### src/dfr_pkg.sv
// Shared types and constants for the display frame receiver.
// Used by dfr_parse, display_frame_receiver and the testbench; no other dependencies.
`timescale 1ns / 1ps

package dfr_pkg;

  // Frame layout.
  localparam int unsigned FrameLen = 12;
  localparam logic [3:0] PosAssist = 4'd3;
  localparam logic [3:0] PosSpeed = 4'd4;
  localparam logic [3:0] PosMotor = 4'd5;
  localparam logic [3:0] PosMode = 4'd6;
  localparam logic [3:0] PosCheck = 4'd7;
  localparam logic [3:0] PosCurrent = 4'd9;
  localparam logic [3:0] PosLast = 4'(FrameLen - 1);

  // Header bytes and check masks.
  localparam logic [7:0] Hdr0 = 8'd50;
  localparam logic [7:0] Hdr1 = 8'd14;
  localparam logic [7:0] ChkMaskA = 8'd10;
  localparam logic [7:0] ChkMaskB = 8'd5;
  localparam logic [7:0] ChkMaskC = 8'd9;
  localparam logic [7:0] ChkMaskD = 8'd2;
  localparam logic [5:0] SpeedBase = 6'd10;

  // Receiver state, one-hot.
  typedef enum logic [2:0] {
    ST_HUNT0 = 3'b001,
    ST_HUNT1 = 3'b010,
    ST_BODY  = 3'b100
  } hunt_state_t;

  // One decoded frame.
  typedef struct packed {
    logic       frame_ok;
    logic [2:0] assist_level;
    logic [7:0] motor_characteristic;
    logic [4:0] wheel_size_code;
    logic [5:0] max_speed;
    logic       speed_limit_mode;
    logic [3:0] max_current_code;
  } result_t;

endpackage

### src/dfr_parse.sv
// Header hunt, running XOR and field capture for one received word per step.
// Depends on dfr_pkg for the state type, frame constants and result struct.
`timescale 1ns / 1ps

module dfr_parse (
  input  logic             clk,
  input  logic             rst,
  input  logic             step,
  input  logic [7:0]       data,
  output logic             done,
  output dfr_pkg::result_t result
);

  dfr_pkg::hunt_state_t state;
  dfr_pkg::hunt_state_t state_next;
  logic [3:0] byte_count;
  logic [3:0] byte_count_next;
  logic [7:0] run_xor;
  logic [7:0] b3;
  logic [7:0] b4;
  logic [7:0] b5;
  logic [7:0] b6;
  logic [7:0] b7;
  logic [7:0] b9;
  logic [7:0] final_xor;
  logic       check_ok;

  // Next state and count.
  always_comb begin
    state_next = state;
    byte_count_next = byte_count;
    done = 1'b0;
    case (state)
      dfr_pkg::ST_HUNT1: begin
        if (data == dfr_pkg::Hdr1) begin
          state_next = dfr_pkg::ST_BODY;
          byte_count_next = byte_count + 4'd1;
        end else begin
          state_next = dfr_pkg::ST_HUNT0;
          byte_count_next = 4'd0;
        end
      end
      dfr_pkg::ST_BODY: begin
        if (byte_count == dfr_pkg::PosLast) begin
          done = 1'b1;
          state_next = dfr_pkg::ST_HUNT0;
          byte_count_next = 4'd0;
        end else begin
          byte_count_next = byte_count + 4'd1;
        end
      end
      default: begin
        if (data == dfr_pkg::Hdr0) begin
          state_next = dfr_pkg::ST_HUNT1;
          byte_count_next = 4'd1;
        end else begin
          state_next = dfr_pkg::ST_HUNT0;
          byte_count_next = 4'd0;
        end
      end
    endcase
  end

  always_ff @(posedge clk) begin
    if (rst) begin
      state <= dfr_pkg::ST_HUNT0;
      byte_count <= 4'd0;
    end else if (step) begin
      state <= state_next;
      byte_count <= byte_count_next;
    end
  end

  // Running XOR of the body and capture of the decoded bytes.
  always_ff @(posedge clk) begin
    if (step) begin
      if (state == dfr_pkg::ST_HUNT1) begin
        run_xor <= dfr_pkg::Hdr0 ^ dfr_pkg::Hdr1;
      end else if (state == dfr_pkg::ST_BODY && byte_count != dfr_pkg::PosCheck) begin
        run_xor <= run_xor ^ data;
      end
      if (state == dfr_pkg::ST_BODY) begin
        if (byte_count == dfr_pkg::PosAssist) b3 <= data;
        if (byte_count == dfr_pkg::PosSpeed) b4 <= data;
        if (byte_count == dfr_pkg::PosMotor) b5 <= data;
        if (byte_count == dfr_pkg::PosMode) b6 <= data;
        if (byte_count == dfr_pkg::PosCheck) b7 <= data;
        if (byte_count == dfr_pkg::PosCurrent) b9 <= data;
      end
    end
  end

  // Frame check on the last word, then field decode.
  assign final_xor = run_xor ^ data;
  assign check_ok = ((final_xor ^ dfr_pkg::ChkMaskA) == b7) ||
                    ((final_xor ^ dfr_pkg::ChkMaskB) == b7) ||
                    ((final_xor ^ dfr_pkg::ChkMaskC) == b7) ||
                    ((final_xor ^ dfr_pkg::ChkMaskD) == b7);

  always_comb begin
    result = '0;
    if (check_ok) begin
      result.frame_ok = 1'b1;
      result.assist_level = b3[2:0];
      result.motor_characteristic = b5;
      result.wheel_size_code = {b4[2:0], b6[7:6]};
      result.max_speed = (dfr_pkg::SpeedBase + {1'b0, b4[7:3]}) | {b6[5], 5'd0};
      result.speed_limit_mode = b6[3];
      result.max_current_code = b9[3:0];
    end
  end

endmodule

### src/display_frame_receiver.sv
// Top level of the display frame receiver: input register, parser, result register.
// Depends on dfr_pkg and dfr_parse.
//
//   channel | handshake            | payload
//   rx      | rx_valid / rx_ready  | rx_byte
//   res     | res_valid / res_ready| frame_ok .. max_current_code
//
// One word is taken per cycle unless stalled; the parser handles it from the input
// register; a frame's result appears the cycle after its twelfth word is parsed.
// Throughput is set by the single parse step: one word per cycle unless stalled.
// Reset clears the hunt state, the byte count and both valid flags.
// A result that is not taken stalls the parser; one more word can wait in the
// input register, so rx_ready falls only when that register is also full.
`timescale 1ns / 1ps

module display_frame_receiver (
  input  logic       clk,
  input  logic       rst,
  input  logic       rx_valid,
  output logic       rx_ready,
  input  logic [7:0] rx_byte,
  output logic       res_valid,
  input  logic       res_ready,
  output logic       frame_ok,
  output logic [2:0] assist_level,
  output logic [7:0] motor_characteristic,
  output logic [4:0] wheel_size_code,
  output logic [5:0] max_speed,
  output logic       speed_limit_mode,
  output logic [3:0] max_current_code
);

  logic             held_valid;
  logic [7:0]       held_byte;
  logic             advance;
  logic             step;
  logic             done;
  dfr_pkg::result_t result_next;
  dfr_pkg::result_t result;

  // The parser moves when a word is held and the result register can take a new result.
  assign advance = !res_valid || res_ready;
  assign step = held_valid && advance;
  assign rx_ready = !held_valid || advance;

  // Input register.
  always_ff @(posedge clk) begin
    if (rst) begin
      held_valid <= 1'b0;
    end else if (rx_ready) begin
      held_valid <= rx_valid;
    end
  end

  always_ff @(posedge clk) begin
    if (rx_ready && rx_valid) begin
      held_byte <= rx_byte;
    end
  end

  dfr_parse u_parse (
    .clk    (clk),
    .rst    (rst),
    .step   (step),
    .data   (held_byte),
    .done   (done),
    .result (result_next)
  );

  // Result register.
  always_ff @(posedge clk) begin
    if (rst) begin
      res_valid <= 1'b0;
    end else if (advance) begin
      res_valid <= step && done;
    end
  end

  always_ff @(posedge clk) begin
    if (step && done) begin
      result <= result_next;
    end
  end

  assign frame_ok = result.frame_ok;
  assign assist_level = result.assist_level;
  assign motor_characteristic = result.motor_characteristic;
  assign wheel_size_code = result.wheel_size_code;
  assign max_speed = result.max_speed;
  assign speed_limit_mode = result.speed_limit_mode;
  assign max_current_code = result.max_current_code;

endmodule

### config.mk
export PLATFORM = sky130hd
export DESIGN_NAME = display_frame_receiver
export DESIGN_NICKNAME = d
export VERILOG_FILES = /design/src/dfr_pkg.sv /design/src/dfr_parse.sv /design/src/display_frame_receiver.sv
export SDC_FILE = /design/constraint.sdc
export NUM_CORES = 1
export LEC_CHECK = 0
export BUFFER_PORTS_ARGS = -buffer_cell sky130_fd_sc_hd__buf_2
export CAP_MARGIN = 20
export CELL_PAD_IN_SITES_DETAIL_PLACEMENT = 0
export CELL_PAD_IN_SITES_GLOBAL_PLACEMENT = 2
export CORE_MARGIN = 5
export CORE_UTILIZATION = 25
export CTS_CLUSTER_DIAMETER = 80
export DETAILED_ROUTE_END_ITERATION = 7
export PLACE_DENSITY = 0.51
export SLEW_MARGIN = 20
export SYNTH_ARGS = -nofsm -noshare
export SYNTH_HDL_FRONTEND = slang
export SYNTH_SLANG_ARGS = --single-unit
### constraint.sdc
create_clock -name clk -period 6.5 [get_ports clk]
set_input_delay 1.3 -clock clk [delete_from_list [all_inputs] [get_ports clk]]
set_output_delay 1.3 -clock clk [all_outputs]
set_load 0.005 [all_outputs]
==> run metrics, run 1 <==
area of the mapped netlist=approximately 0.0036 mm2; PortBufs=41; Layout Nets=304; Power Internal=1.01 mW; synthesized area per cell=14.9 um2; Setup crit end kind=output port; met1 GRT Util=~12%; GPL Wtd Cong=0.664; cells on worst reg2reg path=4; top cell type's share of synthesized area=65.8%; sequential share of the synthesized area=70.8%; multiplexer share of the synthesized area=0%; post-detail-place hpwl=4750 um; detailed-route via count=1916; hold-fix buffers at CTS=0; H-tree depth=3; Final period util=48.8%; relative slew slack=42.1%; post-route minimum period=3.17 ns; Starting Density=25.8%; 1st-pass router iterations=4; Ys Warns=0; syn nets=259; WL final=6880 um; GRT overflow=0; Post-Synth XOR/XNOR Area=slightly below 8%; Worst path max stage delay=0.23 ns; Net Sw Frac=about a fifth; WS Path Type=in2out; startpoint types=input port; row cnt=43; fin. max-slew vios=0; largest net degree at the start of global routing=29; max frequency=between 300 and 400 MHz; worst setup margin=3.33 ns; register bit total from synthesis=88; R2R Path End=speed_limit_mode; most area-consuming cells after synthesis=edfxtp_1 66%, dfxtp_1 5.0%, nand2_1 3.5%; FF-to-FF Start=held_byte[2]; Fin. Hold Viols=0; Slowest-stage cell, CP=nor2b_1; delay-heaviest family, CP=simple AND/OR/NAND/NOR gates; Residual DRC=0; Final Setup Violations=0; sequential share of power=50.7%; Clock power frac=46.4%; Worst Tran Pin Value=0.869 ns; first-pass GRT wire length=11300 um; status=completed; routed vias/inst=4.06; ant diodes=0; total clock sinks=between 80 and 90; Hold Path Cell Cnt=2; Layout area overhead=20.3%; critical path's most frequent cell=buf_2; Post-CTS Repair Setup Buffers=0; maxcap violations=0; Total GRT Usage=9.07%; CP max FO=4; Area after DPL=0.00400 mm2; Peak VDD IR=0.0888 mV; chip height=130 um; Root Driver=clkbuf_16; Synth Area in Compound Gates=about 4.1%; initial antenna violation count=0; largest family of logic cells by synthesized area=simple AND/OR/NAND/NOR gates; Worst Setup Slack post-DPL=3.30 ns; vias in the first global route=about 2000; Worst Clk Skew=about 0.0071 ns; share of layout cells above drive strength 1=22.3%; Die ar.=0.0169 mm2; WL per Instance=14.6 um; largest area contributor in the netlist=edfxtp_1; Psw=~0.24 mW; met2 Use GR=12.9%; CP required=5.20 ns; post-route ant nets=0; Die Width=130 um; hold endpoint=u_parse.state[1]; GRT Max-Usage Layer=met2; CORE AREA=approximately 0.014 mm2; post-synthesis adder-cell area fraction=1.73%; DRT iter0 DRCs=92; cell area after layout=between 0.004 and 0.005 mm2; WP buf/inv=2; IO Count=42; LEAKAGE=1.42 nW; combinational power share=2.9%; Synth Area in Simple Gates=14.2%; unrepaired setup endpoints after global routing=false; cell breakdown of the critical path=buf_2, nor2b_1, nand2_1, buf_2; worst hold-check path type=reg2reg; Worst R2R Setup Slack=3.89 ns; Post-CTS Resized=0; Final TNS setup=0 ns; CTS buffer count=9; crit path DAT=~1.9 ns; met3 global-route usage=2.42%; CTS clk-pin slew, worst paths=0.06 ns; Clk Latency, worst-skew pair=0.34 ns; Distinct cells, synth=39; cell count after synthesis=242; hold path startpoint=u_parse.state[1]; CTS tree=built; clock buffer depth=2; Power Density=a little under 300 mW/mm2
## routing by layer
layer,wire (um),up-vias
met2,2900,43
li1,-,964
met3,364,12
met1,3410,897
met4,203,0
met5,0,-
## cells by family (layout without fill, tap and decap cells)
| group | after synthesis | in the layout |
|---|---|---|
| compound gates | 20 | 20 |
| xor+xnor | 19 | 19 |
| fa+ha+maj | 5 | 5 |
| buf+inv | 10 | 60 |
| flops | 88 | 88 |
| simple gates | 100 | 100 |
## worst max path at each step
stage | startpoint | end | slack [ns] | cells after the start
after floorplan | res_ready | assist_level[0] | 2.44 | 3
after global placement | res_ready | rx_ready | 3.33 | 4
after detailed placement | res_ready | rx_ready | 3.30 | 4
after CTS | res_ready | rx_ready | 3.30 | 4
after global routing | res_ready | rx_ready | 3.26 | 4
final | res_ready | rx_ready | 3.33 | 4
## final cells by class
class	instances	area [um2]
Clock inverter	6	108
Sequential cell	88	2550
Fill cell	1428	9650
Clock buffer	10	229
Multi-Input combinational cell	144	1000
Inverter	2	7.51
Tap cell	180	225
Timing Repair Buffer	42	213
## state kept, by name, summed over array words and instances (netlist names), 4 cells and up
| name | cells |
|---|---|
| held_byte | 8 |
| motor_characteristic | 8 |
| u_parse.b4 | 8 |
| u_parse.b5 | 8 |
| u_parse.b7 | 8 |
| u_parse.run_xor | 8 |
| max_speed | 6 |
| wheel_size_code | 5 |
| max_current_code | 4 |
| u_parse.b6 | 4 |
| u_parse.b9 | 4 |
| u_parse.byte_count | 4 |
## power by group through the flow
stage	sequential (mW)	clock (mW)	combinational [mW]
final	0.634	0.581	0.0361
after global routing	0.635	0.627	0.0407
after CTS	0.635	0.599	0.0372
after detailed placement	0.647	0	0.0369
after global placement	0.647	0	0.0367
after floorplan	0.639	0	0.0312
## worst min-delay path: stages, from the launching register on
cell and delay, ns:
dfxtp_1 0.35, nand2_1 0.07, a21oi_1 0.05
## per-stage QoR
| stage | hold WS (ns) | power (mW) | util [%] | cells |
|---|---|---|---|---|
| 6_report | 0.521 | 1.25 | 31.0 | 472 |
| 5_1_grt | 0.565 | 1.30 | 31.0 | 472 |
| 4_1_cts | 0.526 | 1.27 | 31.0 | 472 |
| 3_5_place_dp | 0.520 | 0.684 | 28.6 | 456 |
| 3_3_place_gp | 0.522 | 0.684 | 28.6 | 456 |
| 2_1_floorplan | 0.477 | 0.670 | - | 242 |
## placed cells by master, fill, tap and decap left out, types with 4 or more instances in the layout
master      n
edfxtp_1   79
buf_2      41
nand2_1    34
nor2_1     29
xnor2_1    11
clkbuf_16   9
dfxtp_1     9
and2_1      7
a21oi_1     7
xnor3_1     5
ha_1        5
nand3_1     4
nor2b_1     4
and3b_1     4
## cells in the mapped netlist, drive strengths merged
library cell,count
nor3,2
nand3,4
buf,4
nor4,1
o211a,1
and4bb,2
and2,7
o21ai,2
nor4b,3
o221ai,2
xnor3,6
inv,2
nor2,29
o21a,2
and3,1
o21ba,1
nor2b,4
edfxtp,79
a211o,1
or3b,2
a21oi,7
and4,1
nor3b,4
nand2b,1
nand4b,1
ha,5
a21boi,1
xnor2,11
nand2,34
and3b,4
a31oi,1
dfxtp,9
o211ai,2
clkbuf,4
xor3,2
Power figures use the tool's default switching activity.
==> inputs of run 2 (changes only) <==
--- a/config.mk
+++ b/config.mk
@@ -13,7 +13,7 @@
 export CORE_UTILIZATION = 25
 export CTS_CLUSTER_DIAMETER = 80
 export DETAILED_ROUTE_END_ITERATION = 7
-export PLACE_DENSITY = 0.51
+export PLACE_DENSITY = 0.53
 export SLEW_MARGIN = 20
 export SYNTH_ARGS = -nofsm -noshare
 export SYNTH_HDL_FRONTEND = slang
==> constraint.sdc (replaced) <==
create_clock -name clk -period 2.88 [get_ports clk]
set_input_delay 0.576 -clock clk [delete_from_list [all_inputs] [get_ports clk]]
set_output_delay 0.576 -clock clk [all_outputs]
set_load 0.005 [all_outputs]
==> run 2 against run 1 <==
  * Power up 110%
  * Combinational power rose to 3.1 times the previous value
  * Clock power up 98%
  * Clock-buffer cell count up 1
  * Largest cell class unchanged
  * Largest power group unchanged
==> run metrics, run 2 (synthesized netlist as in run 1, its figures left out) <==
Power Internal=2.13 mW (+110%); Layout area overhead=20.9%; post-detail-place hpwl=5110 um (+7.7%); initial antenna violation count=0 (unchanged); CP required=2.97 ns (-2.23 ns); Layout Nets=312 (+2.6%); most common cell after layout, fill and taps aside=edfxtp_1; cells on worst reg2reg path=5 (+1); crit path launch=held_byte[2]; FF-to-FF Start=held_byte[2]; Worst path depth=5 (+1); max frequency=442 MHz; 1st-pass router iterations=4 (unchanged); CP max FO=15 (+11); first-pass GRT wire length=11400 um (+1.2%); Clock power frac=43.0% (-3.4 points); maxcap violations=0 (unchanged); fin. max-slew vios=0 (unchanged); hold-fix buffers at CTS=0 (unchanged); CTS buffer count=9 (unchanged); H-tree depth=3 (unchanged); Net Sw Frac=20.5% (+1.5 points); CORE AREA=0.0140 mm2 (unchanged); CTS clk-pin slew, worst paths=0.06 ns (about the same); Hold Path Cell Cnt=1 (-1); GPL Wtd Cong=0.678 (+2.1%); Root Driver=clkbuf_16; post-route ant nets=0 (unchanged); Power Density=613 mW/mm2 (+110%); WL per Instance=15.2 um (+4.3%); total clock sinks=88 (unchanged); worst hold-check path type=in2reg; Fin. Hold Viols=0 (unchanged); Setup crit end kind=flop; highest-count cells in the layout ignoring fill and taps=79 x edfxtp_1, 41 x buf_2, 34 x nand2_1; Final period util=78.6%; row cnt=43 (unchanged); met2 Use GR=13.5% (+0.69 points); crit path DAT=2.35 ns (+0.48 ns); Residual DRC=0 (unchanged); Die Width=130 um (unchanged); Die ar.=0.0169 mm2 (unchanged); sequential share of power=52.9% (+2.2 points); detailed-route via count=1991 (+3.9%); Final Setup Violations=0 (unchanged); vias in the first global route=1963 (-3.7%); routed vias/inst=4.15 (+2.2%); startpoint types=flop; Peak VDD IR=0.476 mV (+440%); Slowest-stage cell, CP=xnor3_2; combinational power share=4.1% (+1.2 points); Worst Tran Pin Value=0.896 ns (+0.0277 ns); WL final=7300 um (+6.1%); Worst Clk Skew=0.00679 ns (-0.000266 ns); Worst R2R Setup Slack=0.62 ns (-3.27 ns); Worst path max stage delay=0.43 ns (+0.20 ns); met3 global-route usage=3.23% (+0.82 points); WP buf/inv=1 (-1); Post-CTS Resized=0 (unchanged); Final TNS setup=0 ns (unchanged); WS Path Type=reg2reg; met1 GRT Util=12.2% (-0.11 points); DRT iter0 DRCs=73 (-21%); Fill cells=1461 (+2.3%); unrepaired setup endpoints after global routing=false; Psw=0.547 mW (+130%); Starting Density=25.8% (unchanged); Worst setup endpoint=motor_characteristic[2]; Total GRT Usage=9.17% (+0.10 points); CTS tree=built; delay-heaviest family, CP=XOR/XNOR gates; chip height=130 um (unchanged); share of layout cells above drive strength 1=24.0% (+1.7 points); cell breakdown of the critical path=xnor3_2, xor3_1, a21boi_4, buf_4, nor2_1; IO Count=42 (unchanged); status=completed; ant diodes=0 (unchanged); relative slew slack=40.2% (-1.8 points); LEAKAGE=1.44 nW (+1.1%); post-route minimum period=2.26 ns; R2R Path End=motor_characteristic[2]; Post-CTS Repair Setup Buffers=0 (unchanged); Clk Latency, worst-skew pair=0.34 ns (about the same); clock buffer depth=2 (unchanged); largest net degree at the start of global routing=30 (+3.4%); GRT Max-Usage Layer=met2; PortBufs=41 (unchanged); GRT overflow=0 (unchanged); Hold WS=0.409 ns (-0.112 ns)
==> run 2: cell types whose count changed in the layout (fill, tap and decap cells not counted), sizes merged <==
cell	delta
bufinv	-2
buf	+8
inv	+1
clkbuf	+1
==> run 2: layout make-up <==
class / instances / area [um2] / share of cell area [%]
multi-input cells: 144 / 1010 / 23.2
repair buffers: 50 / 273 / 6.26
clock inverters: 5 / 56.3 / 1.29
clock buffers: 11 / 233 / 5.34
well taps: 180 / 225 / 5.17
flip-flops and latches: 88 / 2550 / 58.6
inverters: 2 / 7.51 / 0.172
==> run 2: power groups by stage <==
stage	logic (mW)	registers [mW]	clock network, mW
after floorplan	0.0705	1.44	0
after global placement	0.113	1.44	0
after detailed placement	0.113	1.44	0
after CTS	0.114	1.41	1.20
after global routing	0.123	1.41	1.24
final	0.111	1.41	1.15
==> run 2: routing by layer <==
layer	routed length (um)	vias up	share of wire [%]
met5	0	-	0
met4	138	0	1.9
met3	455	11	6.2
met2	3260	44	45
met1	3450	949	47
li1	-	987	-
==> run 2: how the worst min path moves through the flow <==
stage,to,slack (ns),startpoint
final,held_byte[5],0.41,rx_byte[5]
after global routing,held_byte[5],0.39,rx_byte[5]
after CTS,held_byte[5],0.39,rx_byte[5]
after detailed placement,u_parse.state[1],0.51,u_parse.state[1]
after global placement,u_parse.byte_count[1],0.51,u_parse.byte_count[1]
after floorplan,u_parse.state[1],0.48,u_parse.state[1]
==> run 2: worst register-to-register path, delay by kind of cell, from the launching register on <==
kind                   cells  cell delay [ns]
AO/OA/AOI/OAI              1             0.39
buffers and inverters      1             0.28
flip-flops                 1             0.42
XOR/XNOR                   2             0.84
AND/OR/NAND/NOR            1             0.08
==> run 2: metrics by stage <==
stage                     utilization [%]  cell area [um2]  power (mW)  setup slack (ns)  instances
after floorplan                         -             3610        1.51             0.427        242
after global placement               29.1             4070        1.55             0.577        464
after detailed placement             29.1             4070        1.55             0.583        464
after CTS                            31.2             4360        2.72             0.574        480
after global routing                 31.2             4360        2.78             0.410        480
final                                31.2             4360        2.67             0.616        480
==> inputs of run 3 (changes only) <==
==> constraint.sdc (replaced) <==
create_clock -name clk -period 1.95 [get_ports clk]
set_input_delay 0.39 -clock clk [delete_from_list [all_inputs] [get_ports clk]]
set_output_delay 0.39 -clock clk [all_outputs]
set_load 0.005 [all_outputs]
==> run 3 against run 2 <==
  * Routed wire length fell by 3.8%
  * Die area did not move
  * Setup slack got worse by 0.51 ns
  * Fmax rose by 23%
  * Hold slack got worse by 0.18 ns
==> run metrics, run 3 (synthesized netlist as in run 1, its figures left out) <==
IO Count=42 (unchanged); status=completed; Final Setup Violations=0 (unchanged); Hold Path Cell Cnt=1 (unchanged); first-pass GRT wire length=11400 um (-0.18%); CP required=2.03 ns (-0.94 ns); Final TNS setup=0 ns (unchanged); post-route ant nets=0 (unchanged); WL final=7030 um (-3.8%); Setup crit end kind=flop; worst hold-check path type=in2reg; share of layout cells above drive strength 1=30.7% (+6.7 points); relative slew slack=72.2% (+32 points); Worst Tran Pin Value=0.411 ns (-0.485 ns); Fin. Hold Viols=0 (unchanged); row cnt=43 (unchanged); total clock sinks=88 (unchanged); crit path launch=held_byte[3]; maxcap violations=0 (unchanged); clock buffer depth=2 (unchanged); worst setup margin=0.109 ns (-0.508 ns); Worst R2R Setup Slack=0.11 ns (-0.51 ns); Starting Density=25.8% (unchanged); Layout Nets=334 (+7.1%); GRT overflow=0 (unchanged); Worst Clk Skew=0.00477 ns (-0.00202 ns); routed vias/inst=4.02 (-3.0%); post-route minimum period=1.84 ns (-0.422 ns); crit path DAT=1.93 ns (-0.42 ns); Final period util=94.4% (+16 points); GPL Wtd Cong=0.724 (+6.8%); unrepaired setup endpoints after global routing=false; CP max FO=3 (-12); vias in the first global route=2088 (+6.4%); Worst Setup Slack post-DPL=-0.0438 ns (-0.627 ns); CORE AREA=0.0140 mm2 (unchanged); Power Total=3.86 mW (+44%); Root Driver=clkbuf_16; hold-fix buffers at CTS=0 (unchanged); most common cell after layout, fill and taps aside=edfxtp_1; largest net degree at the start of global routing=29 (-3.3%); area occupied by multi-input gates=0.00103 mm2 (+1.7%); fin. max-slew vios=0 (unchanged); Residual DRC=0 (unchanged); initial antenna violation count=0 (unchanged); ant diodes=0 (unchanged); FF-to-FF Start=held_byte[3]; PortBufs=41 (unchanged); cell area after layout=0.00464 mm2 (+6.4%); Peak VDD IR=0.403 mV (-15%); CTS clk-pin slew, worst paths=0.06 ns (about the same); Fill cells=1413 (-3.3%); Die Width=130 um (unchanged); DRT iter0 DRCs=133 (+82%); detailed-route via count=2020 (+1.5%); Total GRT Usage=8.95% (-0.22 points); R2R Path End=wheel_size_code[2]; Clk Latency, worst-skew pair=0.33 ns (about the same); CTS buffer count=9 (unchanged); CTS tree=built; max frequency=543 MHz (+23%); chip height=130 um (unchanged); LEAKAGE=1.59 nW (+10%); 1st-pass router iterations=4 (unchanged); Area after DPL=0.00430 mm2 (+5.8%); highest-count cells in the layout ignoring fill and taps=79 x edfxtp_1, 41 x buf_2, 34 x nand2_1; Power Density=832 mW/mm2 (+36%); Hold WS=0.230 ns (-0.180 ns); WL per Instance=14.0 um (-8.0%); Worst setup endpoint=wheel_size_code[2]; post-detail-place hpwl=5080 um (-0.68%); Die ar.=0.0169 mm2 (unchanged); FF+latch area=0.00255 mm2 (unchanged); startpoint types=flop; H-tree depth=3 (unchanged); cells on worst reg2reg path=5 (unchanged); Layout area overhead=28.6%; WS Path Type=reg2reg
run 3: final cells by class:
cell class                 instances  area share [%]
clock buffer                       9            4.86
timing repair buffer              72            11.9
inverter                           2           0.162
tap                              180            4.86
clock inverter                     7           0.999
multi-input combinational        144            22.2
sequential                        88            55.1
run 3: worst max-delay path, cell delays in order (launching register included):
cell and delay [ns]:
edfxtp_1 0.44, xnor2_2 0.22, xor3_1 0.39, a21boi_4 0.19
buf_4 0.16, and3b_1 0.18
run 3: worst min-delay path by stage:
stage	startpoint	end	slack (ns)
floorplan	u_parse.byte_count[1]	u_parse.byte_count[1]	0.48
global placement	u_parse.byte_count[1]	u_parse.byte_count[1]	0.52
detailed placement	u_parse.byte_count[1]	u_parse.byte_count[1]	0.53
CTS	rx_byte[7]	held_byte[7]	0.21
global route	rx_byte[1]	held_byte[1]	0.21
finish	rx_byte[7]	held_byte[7]	0.23
run 3: layer usage:
metal	wire (um)	track usage, %
met1	3400	12.0
met2	3140	13.7
met3	380	2.74
met4	109	3.30
met5	0	0
run 3: what timing repair did:
action,in CTS,in global routing
resized for setup,1,1
buffers inserted,2,0
setup endpoints to repair,28,5
gates cloned,1,0
pin swaps,2,0
run 3: report_power, final:
group / internal (mW) / switching [mW] / total [mW]
registers: 2.07 / 0.0221 / 2.09
logic: 0.115 / 0.0907 / 0.206
clock network: 0.862 / 0.697 / 1.56
run 3: through the flow:
stage          cells  util, %
2_1_floorplan    242        -
3_3_place_gp     483     30.8
3_5_place_dp     483     30.8
4_1_cts          502     33.1
5_1_grt          502     33.1
6_report         502     33.1
